File: src/assert_macros.svh
// Assertion macros shared by the filter RTL.
`ifndef ASSERT_MACROS_SVH
`define ASSERT_MACROS_SVH

// Immediate-cycle property, clocked on clk, off while rst_n is low.
`define SBQ_ASSERT(lbl, prop, msg) \
    lbl: assert property (@(posedge clk) disable iff (!rst_n) prop) \
        else $error(msg);

// Condition in one cycle implies a consequence in the next cycle.
`define SBQ_ASSERT_NEXT(lbl, pre, post, msg) \
    lbl: assert property (@(posedge clk) disable iff (!rst_n) (pre) |=> (post)) \
        else $error(msg);

`endif

File: src/sbq_pkg.sv
// Shared constants, codes and command type of the stereo biquad filter.
package sbq_pkg;

    localparam int SAMPLE_W       = 16;
    localparam int NUM_COEF       = 5;
    localparam int CFG_IDX_W      = 3;
    localparam int COEF_WIDTH_DEF = 32;
    localparam int HIST_WIDTH_DEF = 32;

    // Tap / coefficient register codes
    localparam logic [CFG_IDX_W-1:0] TAP_B0 = 3'd0;
    localparam logic [CFG_IDX_W-1:0] TAP_B1 = 3'd1;
    localparam logic [CFG_IDX_W-1:0] TAP_B2 = 3'd2;
    localparam logic [CFG_IDX_W-1:0] TAP_A1 = 3'd3;
    localparam logic [CFG_IDX_W-1:0] TAP_A2 = 3'd4;

    // Sequencer step numbering
    localparam int STEP_W = 4;
    localparam logic [STEP_W-1:0] CH1_STEP     = 4'd5;
    localparam logic [STEP_W-1:0] LOAD0_STEP   = 4'd1;
    localparam logic [STEP_W-1:0] LOAD1_STEP   = 4'd6;
    localparam logic [STEP_W-1:0] COMMIT0_STEP = 4'd6;
    localparam logic [STEP_W-1:0] MUL_LAST     = 4'd9;
    localparam logic [STEP_W-1:0] LAST_STEP    = 4'd11;

    typedef struct packed {
        logic                 load_in;   // latch the new sample pair
        logic                 mul_en;    // issue one product
        logic [CFG_IDX_W-1:0] mul_tap;   // which tap the product is for
        logic                 mul_ch;    // 0 left, 1 right
        logic                 acc_load;  // accumulator takes the first term
        logic                 acc_add;   // accumulator adds the next term
        logic                 commit;    // store result, shift channel history
        logic                 commit_ch; // channel being committed
    } cmd_t;

endpackage

File: src/sbq_ctrl.sv
// Sequencer for the shared-multiplier biquad datapath and stream handshakes.
module sbq_ctrl
(
    input  logic          clk,
    input  logic          rst_n,
    input  logic          s_valid,
    output logic          s_ready,
    output logic          m_valid,
    input  logic          m_ready,
    output sbq_pkg::cmd_t cmd
);
    import sbq_pkg::*;

    localparam logic ST_IDLE = 1'b0;
    localparam logic ST_RUN  = 1'b1;

    logic              state_reg, state_next;
    logic [STEP_W-1:0] step_reg, step_next;
    logic              out_valid_reg, out_valid_next;
    logic              run, at_last, commit_ok, accept;
    logic [STEP_W-1:0] tap_cnt;

    always_comb
    begin
        run       = (state_reg == ST_RUN);
        at_last   = run && (step_reg == LAST_STEP);
        commit_ok = !out_valid_reg || m_ready;
        s_ready   = !run || (at_last && commit_ok);
        accept    = s_valid && s_ready;
        tap_cnt   = (step_reg < CH1_STEP) ? step_reg : step_reg - CH1_STEP;

        cmd.load_in   = accept;
        cmd.mul_en    = run && (step_reg <= MUL_LAST);
        cmd.mul_tap   = tap_cnt[CFG_IDX_W-1:0];
        cmd.mul_ch    = (step_reg >= CH1_STEP);
        cmd.acc_load  = run && ((step_reg == LOAD0_STEP) || (step_reg == LOAD1_STEP));
        cmd.acc_add   = run && (((step_reg > LOAD0_STEP) && (step_reg <= CH1_STEP)) ||
                                ((step_reg > LOAD1_STEP) && (step_reg < LAST_STEP)));
        cmd.commit    = run && ((step_reg == COMMIT0_STEP) || (at_last && commit_ok));
        cmd.commit_ch = (step_reg == LAST_STEP);

        m_valid = out_valid_reg;
    end

    always_comb
    begin
        state_next = state_reg;
        step_next  = step_reg;
        unique case (state_reg)
            ST_IDLE:
            begin
                if (accept)
                begin
                    state_next = ST_RUN;
                    step_next  = '0;
                end
            end
            ST_RUN:
            begin
                if (at_last)
                begin
                    if (commit_ok)
                    begin
                        step_next  = '0;
                        state_next = accept ? ST_RUN : ST_IDLE;
                    end
                end
                else
                begin
                    step_next = step_reg + 1'b1;
                end
            end
            default:
            begin
                state_next = ST_IDLE;
            end
        endcase

        if (at_last && commit_ok)
            out_valid_next = 1'b1;
        else if (m_ready)
            out_valid_next = 1'b0;
        else
            out_valid_next = out_valid_reg;
    end

    always_ff @(posedge clk or negedge rst_n)
    begin
        if (!rst_n)
        begin
            state_reg     <= ST_IDLE;
            step_reg      <= '0;
            out_valid_reg <= 1'b0;
        end
        else
        begin
            state_reg     <= state_next;
            step_reg      <= step_next;
            out_valid_reg <= out_valid_next;
        end
    end

endmodule

File: src/sbq_datapath.sv
// Coefficients, channel history, shared multiplier, accumulator and output scaling.
module sbq_datapath
#(
    parameter int COEF_WIDTH    = sbq_pkg::COEF_WIDTH_DEF,
    parameter int HISTORY_WIDTH = sbq_pkg::HIST_WIDTH_DEF
)
(
    input  logic                               clk,
    input  logic                               rst_n,
    input  logic                               cfg_we,
    input  logic [sbq_pkg::CFG_IDX_W-1:0]      cfg_index,
    input  logic [COEF_WIDTH-1:0]              cfg_data,
    input  sbq_pkg::cmd_t                      cmd,
    input  logic signed [sbq_pkg::SAMPLE_W-1:0] left_in,
    input  logic signed [sbq_pkg::SAMPLE_W-1:0] right_in,
    output logic signed [sbq_pkg::SAMPLE_W-1:0] left_out,
    output logic signed [sbq_pkg::SAMPLE_W-1:0] right_out
);
    import sbq_pkg::*;

    localparam int CW     = COEF_WIDTH;
    localparam int HW     = HISTORY_WIDTH;
    localparam int PROD_W = CW + HW;
    localparam int TERM_W = HW + 4;
    localparam int ACC_W  = HW + 6;

    localparam logic signed [CW-1:0] B0_RESET = {3'b000, 1'b1, {(CW-4){1'b0}}};
    localparam logic signed [ACC_W-1:0] HIST_MAX =
        {{(ACC_W-HW+1){1'b0}}, {(HW-1){1'b1}}};
    localparam logic signed [ACC_W-1:0] HIST_MIN = ~HIST_MAX;
    localparam logic [ACC_W-1:0] CLIP_U = {{(ACC_W-HW+4){1'b0}}, 1'b1, {(HW-5){1'b0}}};
    localparam logic [HW-5:0]    MAG_ONE = {1'b1, {(HW-5){1'b0}}};

    logic signed [CW-1:0]       coef_reg [NUM_COEF];
    logic signed [SAMPLE_W-1:0] x_reg    [2];
    logic signed [SAMPLE_W-1:0] xh1_reg  [2];
    logic signed [SAMPLE_W-1:0] xh2_reg  [2];
    logic signed [HW-1:0]       yh1_reg  [2];
    logic signed [HW-1:0]       yh2_reg  [2];

    logic signed [PROD_W-1:0]   prod_reg;
    logic                       prod_sub_reg;
    logic signed [ACC_W-1:0]    acc_reg, acc_next;
    logic signed [SAMPLE_W-1:0] res_l_reg;
    logic signed [SAMPLE_W-1:0] out_l_reg, out_r_reg;

    logic signed [CW-1:0]       coef_sel;
    logic signed [HW-1:0]       opnd_sel;
    logic signed [TERM_W-1:0]   term;
    logic signed [ACC_W-1:0]    term_ext;
    logic signed [ACC_W-1:0]    sat;
    logic                       neg;
    logic [ACC_W-1:0]           abs_acc;
    logic [HW-5:0]              mag;
    logic [HW+10:0]             scaled;
    logic [SAMPLE_W-1:0]        q;
    logic signed [SAMPLE_W-1:0] res;

    // Sample as Q4.(HW-5): x * 2^(HW-20)
    function automatic logic signed [HW-1:0] to_hist(input logic signed [SAMPLE_W-1:0] x);
        to_hist = {{4{x[SAMPLE_W-1]}}, x, {(HW-20){1'b0}}};
    endfunction

    // Operand select
    always_comb
    begin
        case (cmd.mul_tap)
            TAP_B0:
            begin
                coef_sel = coef_reg[TAP_B0];
                opnd_sel = to_hist(x_reg[cmd.mul_ch]);
            end
            TAP_B1:
            begin
                coef_sel = coef_reg[TAP_B1];
                opnd_sel = to_hist(xh1_reg[cmd.mul_ch]);
            end
            TAP_B2:
            begin
                coef_sel = coef_reg[TAP_B2];
                opnd_sel = to_hist(xh2_reg[cmd.mul_ch]);
            end
            TAP_A1:
            begin
                coef_sel = coef_reg[TAP_A1];
                opnd_sel = yh1_reg[cmd.mul_ch];
            end
            TAP_A2:
            begin
                coef_sel = coef_reg[TAP_A2];
                opnd_sel = yh2_reg[cmd.mul_ch];
            end
            default:
            begin
                coef_sel = coef_reg[TAP_B0];
                opnd_sel = to_hist(x_reg[cmd.mul_ch]);
            end
        endcase
    end

    // Product scaled by 2^-(CW-4), floor; feedback taps are subtracted
    always_comb
    begin
        term     = prod_reg[PROD_W-1:CW-4];
        term_ext = {{(ACC_W-TERM_W){term[TERM_W-1]}}, term};
        if (cmd.acc_load)
            acc_next = prod_sub_reg ? -term_ext : term_ext;
        else if (cmd.acc_add)
            acc_next = prod_sub_reg ? acc_reg - term_ext : acc_reg + term_ext;
        else
            acc_next = acc_reg;
    end

    // Saturate for history; clip to +-1, scale by 32767, truncate toward zero
    always_comb
    begin
        if (acc_reg > HIST_MAX)
            sat = HIST_MAX;
        else if (acc_reg < HIST_MIN)
            sat = HIST_MIN;
        else
            sat = acc_reg;

        neg     = acc_reg[ACC_W-1];
        abs_acc = neg ? -acc_reg : acc_reg;
        mag     = (abs_acc > CLIP_U) ? MAG_ONE : abs_acc[HW-5:0];
        scaled  = {mag, 15'b0} - {15'b0, mag};
        q       = scaled[HW+10:HW-5];
        res     = neg ? -q : q;
    end

    // Coefficient registers
    always_ff @(posedge clk or negedge rst_n)
    begin
        if (!rst_n)
        begin
            coef_reg[TAP_B0] <= B0_RESET;
            coef_reg[TAP_B1] <= '0;
            coef_reg[TAP_B2] <= '0;
            coef_reg[TAP_A1] <= '0;
            coef_reg[TAP_A2] <= '0;
        end
        else if (cfg_we)
        begin
            unique case (cfg_index)
                TAP_B0:  coef_reg[TAP_B0] <= cfg_data;
                TAP_B1:  coef_reg[TAP_B1] <= cfg_data;
                TAP_B2:  coef_reg[TAP_B2] <= cfg_data;
                TAP_A1:  coef_reg[TAP_A1] <= cfg_data;
                TAP_A2:  coef_reg[TAP_A2] <= cfg_data;
                default: ;
            endcase
        end
    end

    // Per-channel filter history
    always_ff @(posedge clk or negedge rst_n)
    begin
        if (!rst_n)
        begin
            for (int i = 0; i < 2; i++)
            begin
                xh1_reg[i] <= '0;
                xh2_reg[i] <= '0;
                yh1_reg[i] <= '0;
                yh2_reg[i] <= '0;
            end
        end
        else if (cmd.commit)
        begin
            xh2_reg[cmd.commit_ch] <= xh1_reg[cmd.commit_ch];
            xh1_reg[cmd.commit_ch] <= x_reg[cmd.commit_ch];
            yh2_reg[cmd.commit_ch] <= yh1_reg[cmd.commit_ch];
            yh1_reg[cmd.commit_ch] <= sat[HW-1:0];
        end
    end

    // Payload registers
    always_ff @(posedge clk)
    begin
        if (cmd.load_in)
        begin
            x_reg[0] <= left_in;
            x_reg[1] <= right_in;
        end
        if (cmd.mul_en)
        begin
            prod_reg     <= coef_sel * opnd_sel;
            prod_sub_reg <= (cmd.mul_tap == TAP_A1) || (cmd.mul_tap == TAP_A2);
        end
        acc_reg <= acc_next;
        if (cmd.commit && !cmd.commit_ch)
            res_l_reg <= res;
        if (cmd.commit && cmd.commit_ch)
        begin
            out_l_reg <= res_l_reg;
            out_r_reg <= res;
        end
    end

    assign left_out  = out_l_reg;
    assign right_out = out_r_reg;

endmodule

File: src/stereo_biquad_shelf_filter.sv
// Top level of the stereo direct-form-I biquad (shelf) filter.

// Stereo biquad: each item is a pair of 16-bit PCM samples, and both channels run through
// the same five Q4.(COEF_WIDTH-4) coefficients, y = b0*x + b1*x1 + b2*x2 - a1*y1 - a2*y2,
// with the unclipped output kept in Q4.(HISTORY_WIDTH-5) and saturated at +-16. The
// delivered result is y clipped to +-1, times 32767, truncated toward zero. One signed
// multiplier is shared by all ten products of an item: five taps per channel, one product
// per cycle, with the right channel's products overlapping the left channel's final add
// and commit. A new item is taken in the last step of the sequence, as the right channel
// commits, so items follow back to back as long as the output side keeps up. A finished
// pair waits in an output register while the next item is being filtered; the filter only
// stalls at its last step if the previous result has still not been taken. Coefficients
// are written through cfg_we/cfg_index/cfg_data (0 b0, 1 b1, 2 b2, 3 a1, 4 a2; other
// indexes are ignored) and must only be changed while the filter is idle. Reset sets b0
// to 1.0, the rest to zero, and clears the sample history.
module stereo_biquad_shelf_filter
#(
    parameter int COEF_WIDTH    = sbq_pkg::COEF_WIDTH_DEF,
    parameter int HISTORY_WIDTH = sbq_pkg::HIST_WIDTH_DEF
)
(
    input  logic                          clk,
    input  logic                          rst_n,
    // input stream
    input  logic                          s_axis_tvalid,
    output logic                          s_axis_tready,
    input  logic [2*sbq_pkg::SAMPLE_W-1:0] s_axis_tdata,  // [15:0] left_in, [31:16] right_in
    // result stream
    output logic                          m_axis_tvalid,
    input  logic                          m_axis_tready,
    output logic [2*sbq_pkg::SAMPLE_W-1:0] m_axis_tdata,  // [15:0] left_out, [31:16] right_out
    // coefficient write port
    input  logic                          cfg_we,
    input  logic [sbq_pkg::CFG_IDX_W-1:0] cfg_index,
    input  logic [COEF_WIDTH-1:0]         cfg_data
);
    import sbq_pkg::*;

    cmd_t                       cmd;
    logic signed [SAMPLE_W-1:0] left_out, right_out;

    sbq_ctrl u_ctrl
    (
        .clk     (clk),
        .rst_n   (rst_n),
        .s_valid (s_axis_tvalid),
        .s_ready (s_axis_tready),
        .m_valid (m_axis_tvalid),
        .m_ready (m_axis_tready),
        .cmd     (cmd)
    );

    sbq_datapath
    #(
        .COEF_WIDTH    (COEF_WIDTH),
        .HISTORY_WIDTH (HISTORY_WIDTH)
    )
    u_datapath
    (
        .clk       (clk),
        .rst_n     (rst_n),
        .cfg_we    (cfg_we),
        .cfg_index (cfg_index),
        .cfg_data  (cfg_data),
        .cmd       (cmd),
        .left_in   (s_axis_tdata[SAMPLE_W-1:0]),
        .right_in  (s_axis_tdata[2*SAMPLE_W-1:SAMPLE_W]),
        .left_out  (left_out),
        .right_out (right_out)
    );

    assign m_axis_tdata = {right_out, left_out};

    // Checks on sequencing
`include "assert_macros.svh"

    // A result must never overwrite one that is still waiting.
    `SBQ_ASSERT(a_no_overwrite, cmd.commit && cmd.commit_ch && m_axis_tvalid |-> m_axis_tready, "result overwritten while pending")
    // Committing the right channel makes the pair visible next cycle.
    `SBQ_ASSERT_NEXT(a_commit_valid, cmd.commit && cmd.commit_ch, m_axis_tvalid, "commit did not raise tvalid")
    // The accumulator only starts from a product issued the cycle before.
    `SBQ_ASSERT(a_load_after_mul, cmd.acc_load |-> $past(cmd.mul_en), "accumulator loaded without product")
    // Once an item is taken the sequencer is busy for the next cycle.
    `SBQ_ASSERT_NEXT(a_busy_after_accept, s_axis_tvalid && s_axis_tready, !s_axis_tready, "input accepted on back-to-back cycles")

endmodule
File: config.mk
export PLATFORM = sky130hd
export DESIGN_NAME = stereo_biquad_shelf_filter
export DESIGN_NICKNAME = d
export VERILOG_FILES = /design/src/sbq_pkg.sv /design/src/sbq_ctrl.sv /design/src/sbq_datapath.sv /design/src/stereo_biquad_shelf_filter.sv
export VERILOG_INCLUDE_DIRS = /design/src /design/src/src
export SDC_FILE = /design/constraint.sdc
export NUM_CORES = 2
export LEC_CHECK = 0
export ABC_AREA = 0
export BUFFER_PORTS_ARGS = -buffer_cell sky130_fd_sc_hd__buf_2
export CAP_MARGIN = 20
export CORE_MARGIN = 3
export CORE_UTILIZATION = 50
export DETAILED_ROUTE_END_ITERATION = 16
export GPL_TIMING_DRIVEN = 0
export MAX_ROUTING_LAYER = met4
export PLACE_DENSITY_LB_ADDON = 0.08
export SLEW_MARGIN = 30
export SYNTH_ARGS = -nofsm -noshare
export SYNTH_HDL_FRONTEND = slang
export SYNTH_HIERARCHICAL = 1
export SYNTH_SLANG_ARGS = --single-unit
File: constraint.sdc
create_clock -name clk -period 12.44 [get_ports clk]
set_clock_uncertainty 0.2 [all_clocks]
set_input_delay 3.11 -clock clk [delete_from_list [all_inputs] [get_ports clk]]
set_output_delay 3.11 -clock clk [all_outputs]
set_load 0.05 [all_outputs]
==> results.json <==
{
  "cts-buffers-inserted": 49,
  "coreArea_mm2": 0.1220,
  "dr.max_layer_used": "met4",
  "final_cell_mix": "fa_1, inv_1, nand2_1, nor2_1, dfrtp_1",
  "final.setup.tns_ns": 0,
  "critPathMaxFanout": 10,
  "dr.first_iter.drc_count": 4519,
  "grt_max_degree": 88,
  "cts_tree": "yes",
  "critical_path.top_delay_family": "adder cells",
  "max_freq_ghz": 0.08288,
  "regArea_mm2": 0.01361,
  "multiInputGateArea_mm2": 0.04375,
  "clkLatencyLatePin_ns": 0.65,
  "synthArstFlopShare_pct": 69.79,
  "met1Wirelength_um": 96570,
  "yosysTopAreaCellShare_pct": 35.16,
  "drt-pass1-iter-count": 8,
  "grt_pass1_vias": 49200,
  "synth_fp_nets": 7733,
  "dieArea_mm2": 0.1274,
  "clk_pin_slew_ns": 0.07,
  "fin_hold_ws_ns": 0.2182,
  "synth_area_leader_cell": "fa_1",
  "die_x_um": 357.0,
  "rr_endpoint": "u_datapath/prod_reg[49]$_DFFE_PP_",
  "cts_sinks": 513,
  "end_kind": "flop",
  "syn-mean-instance-area_um2": 9.713,
  "start_util_pct": 50.48,
  "status": "completed",
  "hpwlAfterDp_um": 189000,
  "num_rows": 128,
  "critPathKind": "reg -> reg",
  "synthesis.area_mm2": 0.06160,
  "place_inst": 8100,
  "setup_viol": 0,
  "endpoint": "u_datapath/prod_reg[49]$_DFFE_PP_",
  "wl_per_cell_um": 28.04,
  "largest_register_ffs": 160,
  "reg2reg_depth": 44,
  "hold_viol_final": 0,
  "path_buf_inv": 12,
  "cp_slowest_cell": "fa_1",
  "period_share_pct": 97.00,
  "io_buffers": 105,
  "ys_seq_area_share_pct": 22.10,
  "grt_pass1_wl_um": 337100,
  "fp.dieH_um": 357.0,
  "root_buffer": "clkbuf_16",
  "slowest_delay_ns": 0.53,
  "postSynthCellCount": 6342,
  "antenna_found_initial": 15,
  "vias": 48330,
  "finalNetCount": 7935,
  "htree_levels": 2,
  "slew_headroom_pct": 23.72,
  "worst_ep_arrival_time_ns": 12.24,
  "ios": 106,
  "maxSlewViolCount": 0,
  "fin_cells": 8221,
  "cts_buffer_depth": 3,
  "layout-drive-gt1-share_pct": 12.24,
  "final_common_cell": "fa_1",
  "gp_congestion": 1.030,
  "avgViaCountPerCell": 5.879,
  "grt_usage_pct": 37.76,
  "reg2reg_slack_ns": 0.37,
  "grt-ovfl-total": 0,
  "worstSetupPathDepth": 44,
  "rsz0062_at_grt": "no",
  "synth_area_leaders": "fa_1, dfrtp_1, edfxtp_1, inv_1, nand2_1",
  "dr_wl_met2_um": 102500,
  "wl_um": 230600,
  "reg2reg_from": "u_ctrl/step_reg[0]$_DFFE_PN0P_",
  "ys_ff_latch": 513,
  "cp.required_ns": 12.62,
  "finalCriticalPeriod_ns": 12.07,
  "ant_nets": 0,
  "ys_warn_count": 6,
  "tightestPinTransition_ns": 1.144,
  "crit_path_start_kind": "flop",
  "path_common_cell": "fa_1",
  "drv_cap": 0,
  "ys_types": 99,
  "fillers": 11270,
  "ys.flop_type": "dfrtp_1",
  "dr_wl_met3_um": 19150,
  "syn_to_final_growth_pct": 9.855,
  "hold_path.class": "reg -> reg",
  "drc_errors": 0,
  "synth-edff-count": 155,
  "cp-startpoint": "u_ctrl/step_reg[0]$_DFFE_PN0P_"
}
[cell type report]
cell class,count,share of cell area (%)
multi-input cells,4497,64.66
clock inverters,18,0.2847
inverters,1019,5.663
flip-flops and latches,513,20.12
diodes,12,0.04438
well taps,1625,3.005
repair buffers,165,1.892
plain buffers,299,2.110
clock buffers,73,2.226
[cell usage after synthesis (all sizes together) (28+ instances only)]
master and count:
nand2b 80, inv 1019, xor2 62, dfrtp 357
o21a 28, o21ai 197, or3 29, edfxtp 155
a22oi 34, mux2i 79, buf 55, mux2 226
nor3 54, a21oi 175, a21o 45, o22ai 28
ha 237, xnor2 121, clkbuf 258, a22o 43
fa 1082, nand3 28, nor2 636, nand2 903
and2 58, nor2b 39
[through the flow]
step	util, %	cell area (um2)	worst slack (ns)
floorplan	-	61600	1.742
global placement	52.57	64160	-3.302
detailed placement	53.23	64960	-2.775
CTS	55.10	67250	0.0004619
global route	55.45	67670	0.001371
finish	55.45	67670	0.3736
[metal layers]
metal,global-route usage (%),up-vias
met1,51.43,25190
met4,16.17,0
met3,6.394,491
met5,-,-
li1,-,20440
met2,56.18,2205
[kinds of logic after synthesis]
family                     synth area share (%)
AOI/OAI and AO/OA                         8.196
xor gates and xnor gates                  2.602
adders and majority gates                 39.98
buffers and inverters                     8.165
DFF                                       22.10
muxes                                     5.421
and+or+nand+nor                           13.54
[how the worst min path moves through the flow]
| stage | from | endpoint | slack (ns) | cells past startpoint |
|---|---|---|---|---|
| floorplan | u_datapath/res_l_reg[0]$_DFFE_PP_ | u_datapath/left_out[0]$_DFFE_PP_ | 0.20 | 0 |
| global placement | u_datapath/res_l_reg[12]$_DFFE_PP_ | u_datapath/left_out[12]$_DFFE_PP_ | 0.20 | 0 |
| detailed placement | u_datapath/res_l_reg[3]$_DFFE_PP_ | u_datapath/left_out[3]$_DFFE_PP_ | 0.21 | 0 |
| CTS | u_datapath/res_l_reg[15]$_DFFE_PP_ | u_datapath/left_out[15]$_DFFE_PP_ | 0.22 | 0 |
| global route | u_datapath/res_l_reg[6]$_DFFE_PP_ | u_datapath/left_out[6]$_DFFE_PP_ | 0.23 | 0 |
| finish | u_datapath/res_l_reg[15]$_DFFE_PP_ | u_datapath/left_out[15]$_DFFE_PP_ | 0.22 | 0 |
[repair_timing]
item,in CTS,in global routing
setup buffers,16,16
pin swaps,5,3
resized for setup,183,140
hold buffers,0,0
setup endpoints to repair,36,18
hold endpoints to repair,0,0
Power is left out: the tool's default activity adds up to more than one toggle a clock period on the data nets, which glitch-free logic cannot reach.
